**config.mk**
```make
export PLATFORM = sky130hd
export DESIGN_NAME = one_shot_timer_table_top
export DESIGN_NICKNAME = d
export VERILOG_FILES = /design/src/hw/rtl/ostt_pkg.sv /design/src/hw/rtl/one_shot_timer_table_top.sv /design/src/hw/rtl/ostt_cell.sv
export SDC_FILE = /design/constraint.sdc
export NUM_CORES = 2
export LEC_CHECK = 0
export BUFFER_PORTS_ARGS = -buffer_cell sky130_fd_sc_hd__buf_2
export CAP_MARGIN = 10
export CORE_MARGIN = 2
export CORE_UTILIZATION = 40
export DETAILED_ROUTE_END_ITERATION = 6
export PLACE_DENSITY_LB_ADDON = 0.08
export SYNTH_ARGS = -nofsm -noshare
export SYNTH_HDL_FRONTEND = slang
export SYNTH_SLANG_ARGS = --single-unit
```
**constraint.sdc**
```tcl
create_clock -name clk -period 24.1 [get_ports clk]
set_input_delay 4.82 -clock clk [delete_from_list [all_inputs] [get_ports clk]]
set_output_delay 4.82 -clock clk [all_outputs]
set_load 0.005 [all_outputs]
```
**src/hw/rtl/ostt_pkg.sv**
```systemverilog
// Package for the one-shot timer table: slot count, operation and reply codes,
// and the item token and expiry structs passed along the cell chain.
// No dependencies.
package ostt_pkg;

  localparam int SLOTS = 16;

  typedef enum logic [1:0] {
    OP_TICK  = 2'd0,
    OP_START = 2'd1,
    OP_STOP  = 2'd2,
    OP_CHECK = 2'd3
  } op_t;

  typedef enum logic [1:0] {
    KIND_START  = 2'd0,
    KIND_EXPIRY = 2'd1,
    KIND_CHECK  = 2'd2,
    KIND_STOP   = 2'd3
  } kind_t;

  // item moving down the chain; flag is taken / found / passed
  typedef struct packed {
    logic        valid;
    op_t         op;
    logic [7:0]  owner;
    logic [31:0] deadline;
    logic        flag;
  } token_t;

  // expiry raised by one cell
  typedef struct packed {
    logic        hit;
    logic [7:0]  owner;
    logic [31:0] deadline;
  } expiry_t;

endpackage

```
**src/hw/rtl/one_shot_timer_table_top.sv**
```systemverilog
// Top level of the one-shot timer table: tick counter, launch register,
// chain of ostt_cell slots, expiry holding register and result registers.
// Depends on ostt_pkg and ostt_cell.

// An item is taken when start is high and busy is low; busy then stays high
// while the item walks the chain of SLOTS cells, one cell per clock, so the next
// item is taken only once the current one has left the chain and busy is low.
// Start, stop and check give one result, strobed by done in the cycle busy
// falls. A tick gives one expiry result per freed slot, in slot order, each
// on done for a single cycle with the final one marked by last; a tick that
// frees nothing gives no result. Results cannot be held off by the receiver.
module one_shot_timer_table_top (
  input  logic               clk,
  input  logic               rst,
  input  logic               start,
  output logic               busy,
  input  logic [1:0]         op,
  input  logic signed [31:0] wait_ticks,
  input  logic [7:0]         owner,
  input  logic signed [31:0] query_deadline,
  output logic               done,
  output logic [1:0]         kind,
  output logic [7:0]         expired_owner,
  output logic signed [31:0] deadline_out,
  output logic               flag,
  output logic               last
);

  localparam int N = ostt_pkg::SLOTS;

  ostt_pkg::token_t  tok [N+1];
  ostt_pkg::expiry_t expiry [N];
  ostt_pkg::token_t  launch;
  ostt_pkg::token_t  launch_next;
  ostt_pkg::expiry_t exp_any;

  logic [31:0] tick_count;
  logic [31:0] wait_clamped;
  logic [31:0] check_diff;
  logic [N:0]  tok_valid;
  logic        accept;

  logic        pend_valid;
  logic        pend_valid_next;
  logic [7:0]  pend_owner;
  logic [31:0] pend_deadline;
  logic        pend_load;

  logic        out_load;
  logic [1:0]  kind_next;
  logic [7:0]  owner_next;
  logic [31:0] deadline_next;
  logic        flag_next;
  logic        last_next;

  assign accept       = start && !busy;
  assign wait_clamped = wait_ticks[31] ? 32'd0 : wait_ticks;
  assign check_diff   = tick_count - query_deadline;

  always_comb begin
    for (int k = 0; k <= N; k++) begin
      tok_valid[k] = tok[k].valid;
    end
  end
  assign busy = |tok_valid;

  always_comb begin
    launch_next          = '0;
    launch_next.valid    = 1'b1;
    launch_next.op       = ostt_pkg::op_t'(op);
    launch_next.owner    = owner;
    launch_next.deadline = tick_count + wait_clamped;
    launch_next.flag     = (ostt_pkg::op_t'(op) == ostt_pkg::OP_CHECK) && !check_diff[31];
  end

  always_ff @(posedge clk) begin
    if (rst) begin
      tick_count   <= 32'd0;
      launch.valid <= 1'b0;
    end else begin
      if (accept) begin
        launch <= launch_next;
        if (ostt_pkg::op_t'(op) == ostt_pkg::OP_TICK) begin
          tick_count <= tick_count + 32'd1;
        end
      end else begin
        launch.valid <= 1'b0;
      end
    end
  end

  assign tok[0] = launch;

  for (genvar g = 0; g < N; g++) begin : g_cell
    ostt_cell u_cell (
      .clk        (clk),
      .rst        (rst),
      .tick_count (tick_count),
      .tok_in     (tok[g]),
      .tok_out    (tok[g+1]),
      .expiry     (expiry[g])
    );
  end

  always_comb begin
    exp_any = '0;
    for (int k = 0; k < N; k++) begin
      exp_any = exp_any | expiry[k];
    end
  end

  // an expiry is held until the next one or the end of the chain decides last
  always_comb begin
    out_load        = 1'b0;
    kind_next       = ostt_pkg::KIND_EXPIRY;
    owner_next      = pend_owner;
    deadline_next   = pend_deadline;
    flag_next       = 1'b0;
    last_next       = 1'b0;
    pend_valid_next = pend_valid;
    pend_load       = 1'b0;
    if (tok[N].valid) begin
      case (tok[N].op)
        ostt_pkg::OP_TICK: begin
          out_load        = pend_valid;
          last_next       = 1'b1;
          pend_valid_next = 1'b0;
        end
        ostt_pkg::OP_START: begin
          out_load      = 1'b1;
          kind_next     = ostt_pkg::KIND_START;
          owner_next    = 8'd0;
          deadline_next = tok[N].deadline;
          flag_next     = tok[N].flag;
        end
        ostt_pkg::OP_STOP: begin
          out_load      = 1'b1;
          kind_next     = ostt_pkg::KIND_STOP;
          owner_next    = 8'd0;
          deadline_next = 32'd0;
          flag_next     = tok[N].flag;
        end
        default: begin
          out_load      = 1'b1;
          kind_next     = ostt_pkg::KIND_CHECK;
          owner_next    = 8'd0;
          deadline_next = 32'd0;
          flag_next     = tok[N].flag;
        end
      endcase
    end else if (exp_any.hit) begin
      out_load        = pend_valid;
      pend_valid_next = 1'b1;
      pend_load       = 1'b1;
    end
  end

  always_ff @(posedge clk) begin
    if (rst) begin
      pend_valid <= 1'b0;
      done       <= 1'b0;
    end else begin
      pend_valid <= pend_valid_next;
      done       <= out_load;
    end
  end

  always_ff @(posedge clk) begin
    if (pend_load) begin
      pend_owner    <= exp_any.owner;
      pend_deadline <= exp_any.deadline;
    end
    if (out_load) begin
      kind          <= kind_next;
      expired_owner <= owner_next;
      deadline_out  <= deadline_next;
      flag          <= flag_next;
      last          <= last_next;
    end
  end

`ifndef ASSERT_OFF
  a_one_token: assert property (@(posedge clk) disable iff (rst)
    $onehot0(tok_valid))
    else $error("more than one item in the chain");

  a_reply_follows: assert property (@(posedge clk) disable iff (rst)
    (tok[N].valid && tok[N].op != ostt_pkg::OP_TICK) |=> done)
    else $error("reply missing at end of chain");

  a_busy_after_accept: assert property (@(posedge clk) disable iff (rst)
    accept |=> busy)
    else $error("busy low after accept");

  a_last_is_expiry: assert property (@(posedge clk) disable iff (rst)
    (done && last) |-> (kind == ostt_pkg::KIND_EXPIRY))
    else $error("last set on a non-expiry result");
`endif

endmodule

```
**src/hw/rtl/ostt_cell.sv**
```systemverilog
// One timer slot of the chain: owner handle and deadline, acting on the item
// token as it passes and handing the token to the next cell.
// Depends on ostt_pkg.
module ostt_cell (
  input  logic                  clk,
  input  logic                  rst,
  input  logic [31:0]           tick_count,
  input  ostt_pkg::token_t      tok_in,
  output ostt_pkg::token_t      tok_out,
  output ostt_pkg::expiry_t     expiry
);

  logic [7:0]       slot_owner;
  logic [7:0]       slot_owner_next;
  logic [31:0]      slot_deadline;
  logic             deadline_write;
  logic [31:0]      diff;
  ostt_pkg::token_t tok_next;

  assign diff = tick_count - slot_deadline;

  always_comb begin
    tok_next        = tok_in;
    slot_owner_next = slot_owner;
    deadline_write  = 1'b0;
    expiry          = '0;
    if (tok_in.valid) begin
      case (tok_in.op)
        ostt_pkg::OP_TICK: begin
          if (slot_owner != 8'd0 && !diff[31]) begin
            expiry.hit      = 1'b1;
            expiry.owner    = slot_owner;
            expiry.deadline = slot_deadline;
            slot_owner_next = 8'd0;
          end
        end
        ostt_pkg::OP_START: begin
          if (tok_in.owner != 8'd0 && !tok_in.flag && slot_owner == 8'd0) begin
            slot_owner_next = tok_in.owner;
            deadline_write  = 1'b1;
            tok_next.flag   = 1'b1;
          end
        end
        ostt_pkg::OP_STOP: begin
          if (tok_in.owner != 8'd0 && !tok_in.flag && slot_owner == tok_in.owner) begin
            slot_owner_next = 8'd0;
            tok_next.flag   = 1'b1;
          end
        end
        default: begin
        end
      endcase
    end
  end

  always_ff @(posedge clk) begin
    if (rst) begin
      slot_owner    <= 8'd0;
      tok_out.valid <= 1'b0;
    end else begin
      slot_owner <= slot_owner_next;
      tok_out    <= tok_next;
    end
  end

  always_ff @(posedge clk) begin
    if (deadline_write) begin
      slot_deadline <= tok_in.deadline;
    end
  end

endmodule
```
==> After elaboration in Yosys (flattened, before gate mapping) <==
Index checks and enable logic that the tools add are counted.
{ "word_totals": {"output_inout_bits": 46, "register_bits": 1498, "word_cells": 706, "in_bits": 77} }
{ "classes": {"n_reduce_logical": 204, "bitwise_logic": 17, "eq_ne": 100, "muxes": 240, "n_addsub": 19} }
{ "ops": {"columns": ["cell", "n"], "rows": [
  ["$mux W41", 48],
  ["$or A41 B41 Y41", 15],
  ["$sub A32 B32 Y32", 17],
  ["$mux W8", 50],
  ["$pmux W8 S3", 16],
  ["$reduce_bool A8 Y1", 32],
  ["$eq A8 B8 Y1", 16],
  ["$logic_not A8 Y1", 16],
  ["$mux W1", 106],
  ["$ne A2 B1 Y1 const B", 48],
  ["$reduce_and A5 Y1", 16],
  ["$logic_and A1 B1 Y1", 66],
  ["$pmux W32 S2", 1],
  ["$reduce_bool A3 Y1", 16],
  ["$eq A2 B2 Y1 const B", 18],
  ["$logic_not A2 Y1", 18],
  ["$eq A2 B1 Y1 const B", 17],
  ["$logic_not A1 Y1", 34],
  ["$add A32 B1 Y32 const B", 1],
  ["$add A32 B31 Y32", 1],
  ["$mux W32", 1],
  ["$pmux W1 S2", 16],
  ["$mux W31", 1],
  ["$reduce_or A17 Y1", 1],
  ["6 further kinds", 9]
]} }

==> Logic depth before layout (Yosys ltp) <==
{ "depth": {"ltp_word": 23, "mapped_depth": 15, "depth_no_buf": 14} }

==> By module <==
Synthesis repeated with hierarchy kept, for this count alone.
{ "hier_totals": {"hier_cells": 5970, "hier_area_um2": 73797.0} }
{ "by_module_without_submodules": {"columns": ["module", "area_per_inst_um2", "seq_area_each_um2", "instances", "cells_per_inst"], "rows": [
  ["ostt_cell at g_cell[0].u_cell ...", 4040.1, 2432.3, 9, 319],
  ["ostt_cell at g_cell[3].u_cell ...", 3975.1, 2432.3, 7, 311],
  ["one_shot_timer_table_top", 9610.5, 4514.3, 1, 922]
]} }

==> Worst setup path before layout <==
OpenSTA, ideal clock, no wires.
{ "synth_path": {"path_type": "input port to flip-flop", "startpoint": "in rst", "endpoint": "reg done", "slack_ps": 4169, "path_stages": 4, "t_arrival_ps": 19811, "setup_ps": 120, "required_time_ps": 23980, "path_buffers": 2, "path_cell_list": "clkbuf_1 > clkbuf_1 > inv_1 > o311a_1"} }
{ "synth_lines": {"columns": ["item", "line", "rtl"], "rows": [
  ["from (decl)", "one_shot_timer_table_top.sv:14", "input logic rst,"],
  ["to (signal assigned)", "one_shot_timer_table_top.sv:164", "done <= out_load;"],
  ["to (decl)", "one_shot_timer_table_top.sv:21", "output logic done,"]
]} }
No word-level cell between the ends.

==> flow_summary.ini <==
[cts]
cts-buffers-inserted = 167
clock_path_buffers = 3
hold_buffers = 0
insertion_delay_ns = 0.84
cts-resized-gates = 0
h-tree-depth = 4
cts_tree = built
clockRootBuffer = clkbuf_16
cts.sinks = 1498
path_clk_slew_ns = 0.06
post_cts_buffers = 0

[critical_path]
crit_chain = buf_2 > buf_4 > nor2b_1 > ha_1 > inv_1 > fa_1 > nor2b_1 > o21ai_0 > a21oi_1 > o41ai_1 > o21ai_0 > buf_4 > a21o_1 > o21ai_1 > o21ai_0 > a221oi_1 > xnor2_1
cp-end-kind = flip-flop
crit_fanout = 16
critPathMaxStageDelay_ns = 0.81
reg2reg_to = expired_owner[5]$_DFFE_PP_
r2r_cells = 16
cp_slowest_cell = o41ai_1
path_class = input pin to flip-flop
r2r_start = tick_count[7]$_SDFFE_PP0P_
rrSetupSlack_ns = 17.39
crit_required_ns = 24.67
worstPathArrival_ns = 9.14
cpMostUsedCell = o21ai_0
start_kind = input pin

[drt]
wl_met2_um = 112000
wl_met3_um = 15300
wl_met1_um = 99700
first_pass_iters = 7
final_antenna_net_count = 0
wl_um = 236000
wl_per_cell_um = 29.9
dr_total_vias = 45200
vias_per_cell = 5.72
drc = 12
top_layer_used = met4
drt_iter0_markers = 5002

[sta]
finalSetupViolCount = 0
post-route-min-period_ns = 8.57
fin_crit_sh = 0.356
worst_slew_pin_slew_ns = 1.31
max-slew-margin-rel = 0.118
slew_violations = 0
final.setup.tns_ns = 0
skew_ns = 0.0304
hold_viol_final = 0
fmax_mhz = 117
rsz0062_at_grt = no

[pwr]
combPwrFrac = 0.019
p_seq_frac = 0.522
p_per_area_nw_per_um2 = 72.2
p_sw_mw = 1.22
swShare = 0.216
clkPwrFrac = 0.460
leakagePower_nw = 31.2
p_int_mw = 4.44
ir_drop_uv = 71.4

[place]
gp_congestion = 0.897
dpl_cell_area_um2 = 72900
dp_hpwl_um = 164000
portBuffers = 122
dp_cells = 7589

[layout]
area_growth_pct = 13.9
layoutNonFillerInstCount = 7895
design_area_um2 = 78400
nNetsFinal = 6133
drive_gt1_frac = 0.0962
fillers = 15500

[floorplan]
die-area_um2 = 175000
dieHeight_um = 419
coreArea_um2 = 171000
num_io_pins = 123
rows = 152
initial_utilization = 0.402
die_width_um = 419

[min_path]
min_to = g_cell[12].u_cell.tok_out[13]$_DFFE_PN_
hp-class = flip-flop to flip-flop
whs_path_depth = 0
holdCritStartpoint = g_cell[11].u_cell.tok_out[13]$_DFFE_PN_

[synthesis]
ys_seq_area_frac = 0.628
synth_seq_cells = 1498
async_reset_ff_frac = 0
synth_cells = 5189
syn_nets = 5873
yosys.cell_types.count = 81
synthFlopType = edfxtp_1
yosys_warnings = 0
avgSynthCellArea_um2 = 13.3
netlist_area_um2 = 68800
synth_edf_count = 1319

[run]
drv_cap = 0

[global_routing]
grt_pass1_vias = 44200
grt_usage = 0.268
grt_max_degree = 113
grt_pass1_wl_um = 330000
grt.overflow.total = 0
antenna_found_initial = 4

[run_status]
violations = design-rule violations
status = complete, but fails checks
[power by group through the flow]
stage / sequential (mW) / combinational (mW) / clock [mW]
finish: 2.95 / 0.106 / 2.60
global route: 2.96 / 0.117 / 2.75
CTS: 2.95 / 0.107 / 2.65
detailed placement: 3.01 / 0.106 / 0
global placement: 3.01 / 0.105 / 0
floorplan: 3.01 / 0.0663 / 0
[Yosys cell counts, types with 6 or more instances]
cell type,count,area (um2)
edfxtp_1,1319,39600
ha_1,606,7580
inv_1,567,2130
a21oi_1,290,1450
nand2_1,201,754
nand3_1,201,1010
dfxtp_1,179,3580
nand4_1,156,976
xnor2_1,150,1310
clkbuf_1,130,488
nand2b_1,128,801
nor2_1,125,469
a21o_1,124,931
a222oi_1,117,1170
o21ai_0,109,546
a22oi_1,84,631
nor2b_1,79,494
nor4_1,77,482
xor2_1,60,526
a221oi_1,52,455
and3_1,43,269
a22o_1,36,315
a211oi_1,24,180
and2_1,23,144
nor3_1,23,115
o21bai_1,22,165
mux2i_1,20,200
and4_1,19,166
or3_1,19,119
o21a_1,18,135
a31oi_1,17,106
a211o_1,16,140
o31ai_1,16,120
a2111oi_0,14,123
o2111ai_1,10,87.6
o211ai_1,10,75.1
o21ai_1,10,50.1
nand4b_1,8,70.1
or4_1,8,60.1
a2111oi_1,6,60.1
a221o_1,6,60.1
[placed cells by master, fill, tap and decap left out, types with 36 or more instances in the layout]
master and count:
nand3_1 201, a222oi_1 117, buf_4 102, a22oi_1 84, inv_1 566, xnor2_1 150
a22o_1 36, nor4_1 77, dfxtp_1 176, nor2_1 123, a221oi_1 52, o21ai_0 108
clkbuf_16 168, xor2_1 60, nand2b_1 128, a21o_1 124, ha_1 606, a21oi_1 289
buf_2 121, nor2b_1 79, nand4_1 156, edfxtp_1 1319, nand2_1 201
[metal layers]
layer	GRT usage	vias to the layer above
met2	0.441	1638
met4	0.0966	0
met1	0.357	23000
li1	-	20200
met3	0.0427	338
met5	0	-
[kinds of logic after synthesis]
family | after synthesis | synth area share
XOR/XNOR | 212 | 0.0274
adder cells (fa/ha/maj) | 607 | 0.110
AO/OA/AOI/OAI | 1020 | 0.104
multiplexers | 21 | 0.00307
buffers and inverters | 701 | 0.0383
flip-flops | 1498 | 0.628
AND/OR/NAND/NOR | 1130 | 0.0887
[worst max-delay path: cells and delay by family]
kind | cells | cell delay (ns)
adder cells (fa/ha/maj) | 2 | 0.41
buffers and inverters | 4 | 0.92
AND/OR/NAND/NOR | 2 | 0.14
AO/OA/AOI/OAI | 8 | 2.69
XOR/XNOR | 1 | 0.10
[registers in the layout, summed over array words and instances, names as in the netlist]
register and cells:
pend_valid 1, g_cell.u_cell.tok_out 696, flag 1, pend_deadline 32, pend_owner 8, tick_count 32, done 1, launch 44
g_cell.u_cell.slot_owner 128, last 1, expired_owner 8, deadline_out 32, g_cell.u_cell.slot_deadline 512, kind 2
[worst max path at each step]
stage | startpoint | end | slack (ns) | depth (start not counted)
3_3_place_gp | wait_ticks[31] | launch[31]$_DFFE_PP_ | 14.82 | 17
4_1_cts | wait_ticks[31] | launch[31]$_DFFE_PP_ | 15.62 | 17
6_report | wait_ticks[31] | launch[31]$_DFFE_PP_ | 15.53 | 17
2_1_floorplan | rst | done$_SDFF_PP0_ | 4.17 | 4
5_1_grt | wait_ticks[31] | launch[31]$_DFFE_PP_ | 15.21 | 17
3_5_place_dp | wait_ticks[31] | launch[31]$_DFFE_PP_ | 14.74 | 17
[through the flow]
step	utilization	setup WS, ns	power (mW)	hold slack, ns
floorplan	-	4.17	3.08	0.421
global placement	0.425	14.82	3.11	0.424
detailed placement	0.425	14.74	3.11	0.429
CTS	0.457	15.62	5.71	0.424
global route	0.458	15.21	5.83	0.432
finish	0.458	15.53	5.66	0.426
[cell type report]
| cell class | instances | area [um2] | area share |
|---|---|---|---|
| sequential | 1498 | 43200 | 0.551 |
| multi-input combinational | 2990 | 23300 | 0.297 |
| clock buffer | 198 | 4370 | 0.0557 |
| tap | 2310 | 2890 | 0.0369 |
| inverter | 567 | 2140 | 0.0272 |
| timing repair buffer | 225 | 1390 | 0.0177 |
| clock inverter | 104 | 1150 | 0.0147 |
| antenna | 3 | 7.51 | 0.0000958 |
Note: power is estimated with default switching activity, not from simulation.
